==> src/sv/ir2c_pkg.sv <==
// Package for the address range to prefix block decomposer.
// Holds the beat types, the queue status struct, the walker state enum and fixed sizes.
// No dependencies.
`default_nettype none

package ir2c_pkg;

    localparam int ADDR_BITS   = 32;
    localparam int PREFIX_BITS = 6;
    localparam int QUEUE_DEPTH = 2;

    typedef struct packed {
        logic [ADDR_BITS-1:0] range_start;
        logic [ADDR_BITS-1:0] range_end;
    } range_item_t;

    typedef struct packed {
        logic [ADDR_BITS-1:0]   block_address;
        logic [PREFIX_BITS-1:0] prefix_length;
        logic                   last_block;
    } block_item_t;

    typedef struct packed {
        logic full;
        logic empty;
    } q_status_t;

    typedef enum logic [1:0] {
        WALK_IDLE,
        WALK_SPAN,
        WALK_EMIT
    } walk_state_t;

endpackage : ir2c_pkg

`default_nettype wire

==> src/sv/ir2c_front.sv <==
// Front end of the decomposer: masks a request beat and drops empty ranges.
// Depends on ir2c_pkg; feeds ir2c_queue.
`default_nettype none

module ir2c_front
    import ir2c_pkg::*;
#(
    parameter int ADDR_WIDTH = 32
)
(
    input  wire logic        start,
    input  wire range_item_t request,
    input  wire q_status_t   q_status,
    output logic             busy,
    output logic             push,
    output range_item_t      push_data
);

    logic [ADDR_BITS-1:0] start_masked;
    logic [ADDR_BITS-1:0] end_masked;

    // Drop address bits above the configured width.
    assign start_masked = ADDR_BITS'(request.range_start[ADDR_WIDTH-1:0]);
    assign end_masked   = ADDR_BITS'(request.range_end[ADDR_WIDTH-1:0]);

    assign busy = q_status.full;

    // Queue only ranges that hold at least one address.
    assign push = start && !q_status.full && !(start_masked > end_masked);

    assign push_data.range_start = start_masked;
    assign push_data.range_end   = end_masked;

endmodule : ir2c_front

`default_nettype wire

==> src/sv/ir2c_queue.sv <==
// Short FIFO between the front end and the walker.
// Depends on ir2c_pkg.
`default_nettype none

module ir2c_queue
    import ir2c_pkg::*;
(
    input  wire logic        clk,
    input  wire logic        rst_n,
    input  wire logic        push,
    input  wire range_item_t push_data,
    input  wire logic        pop,
    output range_item_t      head,
    output q_status_t        q_status
);

    localparam int PTR_BITS = (QUEUE_DEPTH > 1) ? $clog2(QUEUE_DEPTH) : 1;
    localparam int CNT_BITS = $clog2(QUEUE_DEPTH + 1);

    range_item_t             entry_reg [QUEUE_DEPTH];
    logic [PTR_BITS-1:0]     wr_ptr_reg;
    logic [PTR_BITS-1:0]     wr_ptr_next;
    logic [PTR_BITS-1:0]     rd_ptr_reg;
    logic [PTR_BITS-1:0]     rd_ptr_next;
    logic [CNT_BITS-1:0]     count_reg;
    logic [CNT_BITS-1:0]     count_next;

    function automatic logic [PTR_BITS-1:0] ptr_inc(input logic [PTR_BITS-1:0] p);
        if (p == PTR_BITS'(QUEUE_DEPTH - 1))
            return '0;
        return p + PTR_BITS'(1);
    endfunction

    assign q_status.full  = (count_reg == CNT_BITS'(QUEUE_DEPTH));
    assign q_status.empty = (count_reg == '0);
    assign head           = entry_reg[rd_ptr_reg];

    always_comb
    begin
        wr_ptr_next = push ? ptr_inc(wr_ptr_reg) : wr_ptr_reg;
        rd_ptr_next = pop ? ptr_inc(rd_ptr_reg) : rd_ptr_reg;
        count_next  = count_reg;
        if (push && !pop)
            count_next = count_reg + CNT_BITS'(1);
        else if (pop && !push)
            count_next = count_reg - CNT_BITS'(1);
    end

    always_ff @(posedge clk or negedge rst_n)
    begin
        if (!rst_n)
        begin
            wr_ptr_reg <= '0;
            rd_ptr_reg <= '0;
            count_reg  <= '0;
        end
        else
        begin
            wr_ptr_reg <= wr_ptr_next;
            rd_ptr_reg <= rd_ptr_next;
            count_reg  <= count_next;
        end
    end

    always_ff @(posedge clk)
    begin
        if (push)
            entry_reg[wr_ptr_reg] <= push_data;
    end

endmodule : ir2c_queue

`default_nettype wire

==> src/sv/ir2c_walker.sv <==
// Back end of the decomposer: walks one range and emits one prefix block per pass through its span and emit states.
// Depends on ir2c_pkg; pulls ranges from ir2c_queue.
`default_nettype none

module ir2c_walker
    import ir2c_pkg::*;
#(
    parameter int ADDR_WIDTH = 32
)
(
    input  wire logic        clk,
    input  wire logic        rst_n,
    input  wire range_item_t head,
    input  wire q_status_t   q_status,
    output logic             pop,
    output logic             result_valid,
    output block_item_t      result
);

    localparam int W        = ADDR_WIDTH;
    localparam int IDX_BITS = $clog2(W + 1);

    walk_state_t          state_reg;
    walk_state_t          state_next;
    logic [W-1:0]         cur_reg;
    logic [W-1:0]         cur_next;
    logic [W-1:0]         lim_reg;
    logic [W-1:0]         lim_next;
    logic [W:0]           span_reg;
    logic [W:0]           span_next;
    logic [W-1:0]         low_reg;
    logic [W-1:0]         low_next;
    logic                 valid_reg;
    logic                 valid_next;
    block_item_t          result_reg;
    block_item_t          result_next;

    logic [W:0]           span_smear;
    logic [W:0]           span_msb;
    logic [W:0]           low_ext;
    logic [W:0]           size_onehot;
    logic [IDX_BITS-1:0]  size_log2;
    logic                 is_last;

    // Fill every bit below the leading one.
    function automatic logic [W:0] smear(input logic [W:0] v);
        logic [W:0] acc;
        acc = v;
        for (int j = 1; j <= W; j = j * 2)
            acc = acc | (acc >> j);
        return acc;
    endfunction

    function automatic logic [IDX_BITS-1:0] onehot_index(input logic [W:0] v);
        logic [IDX_BITS-1:0] idx;
        idx = '0;
        for (int i = 0; i <= W; i++)
            if (v[i])
                idx = idx | IDX_BITS'(i);
        return idx;
    endfunction

    // Block size: the smaller of the cursor alignment and the largest power of two in the span.
    always_comb
    begin
        span_smear  = smear(span_reg);
        span_msb    = span_smear & ~(span_smear >> 1);
        low_ext     = {1'b0, low_reg};
        size_onehot = ((low_ext & span_smear) != '0) ? low_ext : span_msb;
        size_log2   = onehot_index(size_onehot);
        is_last     = (size_onehot == span_reg);
    end

    always_comb
    begin
        state_next  = state_reg;
        cur_next    = cur_reg;
        lim_next    = lim_reg;
        span_next   = span_reg;
        low_next    = low_reg;
        valid_next  = 1'b0;
        result_next = result_reg;
        pop         = 1'b0;
        case (state_reg)
            WALK_IDLE:
            begin
                if (!q_status.empty)
                begin
                    pop        = 1'b1;
                    cur_next   = head.range_start[W-1:0];
                    lim_next   = head.range_end[W-1:0];
                    state_next = WALK_SPAN;
                end
            end
            WALK_SPAN:
            begin
                span_next  = {1'b0, lim_reg} - {1'b0, cur_reg} + (W+1)'(1);
                low_next   = cur_reg & (~cur_reg + W'(1));
                state_next = WALK_EMIT;
            end
            WALK_EMIT:
            begin
                valid_next                = 1'b1;
                result_next.block_address = ADDR_BITS'(cur_reg);
                result_next.prefix_length = PREFIX_BITS'(W) - PREFIX_BITS'(size_log2);
                result_next.last_block    = is_last;
                // Advance past the block; the top block wraps the cursor to zero.
                cur_next                  = cur_reg + size_onehot[W-1:0];
                state_next                = is_last ? WALK_IDLE : WALK_SPAN;
            end
            default:
            begin
                state_next = WALK_IDLE;
            end
        endcase
    end

    always_ff @(posedge clk or negedge rst_n)
    begin
        if (!rst_n)
        begin
            state_reg <= WALK_IDLE;
            valid_reg <= 1'b0;
        end
        else
        begin
            state_reg <= state_next;
            valid_reg <= valid_next;
        end
    end

    always_ff @(posedge clk)
    begin
        cur_reg    <= cur_next;
        lim_reg    <= lim_next;
        span_reg   <= span_next;
        low_reg    <= low_next;
        result_reg <= result_next;
    end

    assign result_valid = valid_reg;
    assign result       = result_reg;

endmodule : ir2c_walker

`default_nettype wire

==> src/sv/ipv4_range_to_cidr_blocks.sv <==
// Top level of the inclusive address range to prefix block decomposer.
// Depends on ir2c_pkg, ir2c_front, ir2c_queue and ir2c_walker.
//
//   channel   direction  handshake                   beat
//   request   in         start high, busy low        range_item_t  (range_start, range_end)
//   result    out        result_valid, one cycle     block_item_t  (block_address,
//                                                                   prefix_length, last_block)
//
// A range leaves the queue in the idle state; each block then takes a span/alignment step
// and a size select and emit step, as the walker alternates its span and emit states.
// A two-entry queue takes new ranges while a walk runs; busy is high only while it is full.
// A range whose start lies above its end is dropped at the front and gives no beat.
// Reset clears the queue pointers, the walker state and the result strobe.
// Results cannot be stalled: each beat is on the result ports for exactly one cycle.
`default_nettype none

module ipv4_range_to_cidr_blocks
    import ir2c_pkg::*;
#(
    parameter int ADDR_WIDTH = 32
)
(
    input  wire logic        clk,
    input  wire logic        rst_n,
    input  wire logic        start,
    input  wire range_item_t request,
    output logic             busy,
    output logic             result_valid,
    output block_item_t      result
);

    q_status_t   q_status;
    logic        push;
    range_item_t push_data;
    logic        pop;
    range_item_t head;

    // Front: mask, classify, and push non-empty ranges.
    ir2c_front #(
        .ADDR_WIDTH (ADDR_WIDTH)
    ) u_front (
        .start     (start),
        .request   (request),
        .q_status  (q_status),
        .busy      (busy),
        .push      (push),
        .push_data (push_data)
    );

    // Queue: hold ranges until the walker is free.
    ir2c_queue u_queue (
        .clk       (clk),
        .rst_n     (rst_n),
        .push      (push),
        .push_data (push_data),
        .pop       (pop),
        .head      (head),
        .q_status  (q_status)
    );

    // Back: walk one range at a time and emit its blocks.
    ir2c_walker #(
        .ADDR_WIDTH (ADDR_WIDTH)
    ) u_walker (
        .clk          (clk),
        .rst_n        (rst_n),
        .head         (head),
        .q_status     (q_status),
        .pop          (pop),
        .result_valid (result_valid),
        .result       (result)
    );

    // Never push into a full queue.
    assert property (@(posedge clk) disable iff (!rst_n) push |-> !q_status.full)
        else $error("push while queue full");

    // Never pop an empty queue.
    assert property (@(posedge clk) disable iff (!rst_n) pop |-> !q_status.empty)
        else $error("pop while queue empty");

    // Result beats never come in consecutive cycles.
    assert property (@(posedge clk) disable iff (!rst_n) result_valid |=> !result_valid)
        else $error("result beats in consecutive cycles");

    // A whole-space block starts at zero and ends the walk.
    assert property (@(posedge clk) disable iff (!rst_n)
        (result_valid && result.prefix_length == '0)
            |-> (result.block_address == '0 && result.last_block))
        else $error("prefix zero block not at address zero or not last");

endmodule : ipv4_range_to_cidr_blocks

`default_nettype wire
==> config.mk <==
export PLATFORM = sky130hd
export DESIGN_NAME = ipv4_range_to_cidr_blocks
export DESIGN_NICKNAME = d
export VERILOG_FILES = /design/src/sv/ir2c_pkg.sv /design/src/sv/ir2c_front.sv /design/src/sv/ir2c_queue.sv /design/src/sv/ir2c_walker.sv /design/src/sv/ipv4_range_to_cidr_blocks.sv
export SDC_FILE = /design/constraint.sdc
export NUM_CORES = 1
export LEC_CHECK = 0
export BUFFER_PORTS_ARGS = -buffer_cell sky130_fd_sc_hd__clkbuf_2
export CAP_MARGIN = 0
export CORE_AREA = 2 2 199 201
export DETAILED_ROUTE_END_ITERATION = 8
export DIE_AREA = 0 0 201 203
export GPL_TIMING_DRIVEN = 0
export PLACE_DENSITY = 0.6
export SYNTH_ARGS = -nofsm -noshare
export SYNTH_HDL_FRONTEND = slang
export SYNTH_SLANG_ARGS = --single-unit
==> constraint.sdc <==
create_clock -name clk -period 11.5 [get_ports clk]
set_clock_uncertainty 0.05 [all_clocks]
set_input_delay 2.3 -clock clk [delete_from_list [all_inputs] [get_ports clk]]
set_output_delay 2.3 -clock clk [all_outputs]
set_load 0.02 [all_outputs]
==> results.tsv <==
stage	metric	value	unit
clock_tree	Post-CTS Hold Fix Bufs	0	
worst_setup_path	WP data required	11.73	ns
finish	area grow syn2layout	14.67	%
worst_setup_path	critical path fanouts, max	10	
worst_setup_path	crit path kind	reg -> reg	
sta	RSZ-0062 raised after global routing	no	
grt	grt ovf	0	
worst_setup_path	crit path max-delay cell type	a2111oi_0	
finish	fraction of layout cells with a size suffix above 1	0.1597	
sta	Tcrit/Tclk final	0.8525	
worst_setup_path	Crit. Startpoint	u_walker.span_reg[27]	
grt	vias in the first global route	12578	
grt	initial antenna violation count	0	
worst_setup_path	Worst setup EP type	flop	
synth	Post-Synthesis Cell Area	17250	µm²
die	FP Rows	72	
clock_tree	Root Driver	clkbuf_16	
grt	overall routing resource usage	0.2584	
die	die footprint	40800	µm²
placement	GP Congestion	0.9345	
clock_tree	clock-pin slew on the worst setup and hold paths	0.06	ns
drt	First-pass DRT Iterations	5	
sta	post-route setup TNS	0	ns
flow_run	max-cap viol count	0	
die	core area	38470	µm²
synth	register area share after synthesis	0.5255	
clock_tree	number of H-tree levels	2	
synth	post-synth top area cell	edfxtp_1	
drt	Residual DRC	0	
worst_hold_path	Hold Crit Class	reg -> reg	
grt	first-pass GRT wire length	78.44	mm
clock_tree	Clk Latency, worst-skew pair	0.57	ns
die	Die Span X	201	µm
grt	largest net degree at the start of global routing	50	
sta	max_slew headroom	0.1359	
clock_tree	TritonCTS clock tree	built	
finish	final core occ	0.5141	
synth	number of synthesis warnings	0	
die	effective utilization at floorplan	0.4484	
run_status	status	finished clean	
clock_tree	# clock sinks	303	
power	P_leak	7.860	nW
clock_tree	postcts setup bufs	0	
drt	Wirelength per Cell	23.79	µm
drt	Routed Antenna Nets	0	
worst_setup_path	Worst Path Buf+Inv	5	
sta	final setup vio count	0	
clock_tree	cts bufs inserted	35	
worst_setup_path	R2R cell count	24	
worst_setup_path	R2R Path End	u_walker.cur_reg[31]	
synth	Yosys reg bits	303	
power	maximum vdd drop	0.1011	mV
die	Top-Level Pins	108	
synth	Post-Synthesis Cells	1489	
finish	final net count	1848	
worst_setup_path	worst reg-to-reg setup slack	1.70	ns
synth	Netlist cell types	87	
synth	number of synthesized flops with an enable pin	296	
sta	Worst Tran Pin Value	1.296	ns
clock_tree	Longest Clk Path Bufs	3	
drt	Vias/cell	5.832	
finish	ANT cells	0	
sta	post-route minimum period	9.804	ns
synth	Syn Nets	1686	
drt	DR iter-0 viols	1115	
sta	Max Slew Vio Count	0	
clock_tree	post_cts resized	0	
synth	top cells by area, synth	edfxtp_1, ha_1, o21ai_0	
drt	via count	12808	
worst_setup_path	Worst path top cell family by delay	compound AO/OA/AOI/OAI gates	
sta	final-report hold violation count	0	
power	PwrDens	131.1	nW/µm²
die	Die Ht	203	µm
placement	hpwl dp	40.56	mm
worst_hold_path	Worst Hold Depth	0	
sta	FMAX	102.0	MHz
worst_setup_path	reg2reg start	u_walker.span_reg[27]	
placement	IO buf count	107	
synth	Post-synth top flop	edfxtp_1	
worst_setup_path	startpoint class of the critical path	flop	
synth	syn_area_per_cell	11.58	µm²
worst_setup_path	Critical path destination	u_walker.cur_reg[31]	
synth	Synth async-reset ratio	0.02310	
worst_setup_path	critical path, cell by cell	clkbuf_1, nor4_2, nand3_1, clkbuf_1, o41ai_1, o2111ai_1, nor4_2, nand2_2, buf_6, buf_6, clkbuf_1, nand2_1, o21ai_0, ha_1, a211o_1, a2111oi_0, o311ai_0, a211o_1, a311o_1, nand3_1, o21ai_0, o41ai_1, xnor2_1, a21oi_1	
drt	drt total wl	52.25	mm
finish	max FFs per register	128	
worst_setup_path	CP arrival	10.03	ns
worst_setup_path	Crit. path cell count	24	
synth	top-area cell type share of the netlist area	0.5153	
worst_setup_path	cell mode on critical path	clkbuf_1	
worst_setup_path	max incr delay on CP	1.01	ns
[synthesized netlist by cell type, types with 7 or more instances]
cell         n
nor3_1      40
o211ai_1    11
o31a_1       7
xnor2_1     47
nand3_1     36
mux2_2      36
o22ai_1      7
a21o_1      28
clkbuf_1    25
nand4_1     22
ha_1       128
or4_4        7
nor2_1      74
nor2b_1     19
a21oi_1     70
o2111ai_1    7
edfxtp_1   296
nor4_1      25
o21ai_0     89
nand2b_1    12
o21a_1      26
or4_1        9
and2_1       9
mux2i_1     27
inv_1      112
and3_1      14
o31ai_1     11
a211oi_1    16
dfrtp_1      7
or3_1       16
xor2_1      22
nand2_1    100
[placed cells by master, fill, tap and decap left out, types with 7 or more instances in the layout]
| master | instances |
|---|---|
| a211oi_1 | 16 |
| a21o_1 | 28 |
| a21oi_1 | 70 |
| and2_1 | 9 |
| and3_1 | 14 |
| buf_4 | 11 |
| buf_6 | 14 |
| clkbuf_1 | 27 |
| clkbuf_16 | 35 |
| clkbuf_2 | 109 |
| clkinv_1 | 8 |
| clkinv_2 | 7 |
| dfrtp_1 | 7 |
| edfxtp_1 | 296 |
| ha_1 | 128 |
| inv_1 | 111 |
| mux2_2 | 36 |
| mux2i_1 | 27 |
| nand2_1 | 99 |
| nand2b_1 | 12 |
| nand3_1 | 36 |
| nand4_1 | 22 |
| nor2_1 | 74 |
| nor2b_1 | 18 |
| nor3_1 | 39 |
| nor4_1 | 25 |
| o2111ai_1 | 7 |
| o211ai_1 | 11 |
| o21a_1 | 26 |
| o21ai_0 | 89 |
| o22ai_1 | 7 |
| o31a_1 | 7 |
| o31ai_1 | 11 |
| or3_1 | 16 |
| or4_1 | 9 |
| or4_4 | 7 |
| xnor2_1 | 47 |
| xor2_1 | 22 |
[worst min path at each step]
stage	startpoint	endpoint	slack, ns
CTS	u_walker.cur_reg[31]	u_walker.result[38]	0.44
floorplan	u_walker.cur_reg[31]	u_walker.result[38]	0.38
detailed placement	u_walker.cur_reg[31]	u_walker.result[38]	0.43
global route	u_walker.cur_reg[31]	u_walker.result[38]	0.45
global placement	u_walker.state_reg[1]	u_walker.state_reg[1]	0.41
finish	u_walker.cur_reg[31]	u_walker.result[38]	0.45
[logic make-up after synthesis]
| logic type | Yosys count | synth area share |
|---|---|---|
| AO/OA/AOI/OAI | 346 | 0.1346 |
| XOR/XNOR | 69 | 0.03504 |
| adder cells (fa/ha/maj) | 132 | 0.09634 |
| buffers and inverters | 154 | 0.03932 |
| flip-flops | 303 | 0.5255 |
| multiplexers | 63 | 0.03917 |
| AND/OR/NAND/NOR | 422 | 0.1300 |
[per-stage QoR]
stage / total power (W) / setup slack, ns / std cells / area, µm² / hold WS (ns)
2_1_floorplan: 0.001443 / 0.06585 / 1489 / 17250 / 0.3764
5_1_grt: 0.002679 / 1.645 / 2196 / 19780 / 0.4498
4_1_cts: 0.002618 / 2.057 / 2196 / 19780 / 0.4446
6_report: 0.002593 / 1.696 / 2196 / 19780 / 0.4509
3_3_place_gp: 0.001508 / -5.143 / 2114 / 18430 / 0.4073
3_5_place_dp: 0.001513 / 2.054 / 2132 / 18650 / 0.4315
[routing by layer]
layer  track usage  up-vias  part of all wire
met5             0        -                 0
met4        0.1024        0             0.036
met3       0.03756       82             0.064
met2        0.3913      450              0.44
met1        0.3741     6253              0.46
li1              -     6023                 -
[cell type report]
cell class | count | area, µm²
plain buffers | 42 | 261.5
clock buffers | 38 | 887.1
clock inverters | 26 | 244.0
fillers | 3500 | 18690
inverters | 112 | 420.4
multi-input cells | 1032 | 7527
flip-flops and latches | 303 | 9064
well taps | 518 | 648.1
repair buffers | 125 | 725.7
[where the power goes]
part,leakage [nW],switching [W],total [W],internal [W]
clock network,0.550,0.000469,0.00110,0.000635
logic,4.55,0.000102,0.000175,0.0000738
registers,2.76,0.0000180,0.00131,0.00130
Note: power is estimated with default switching activity, not from simulation.
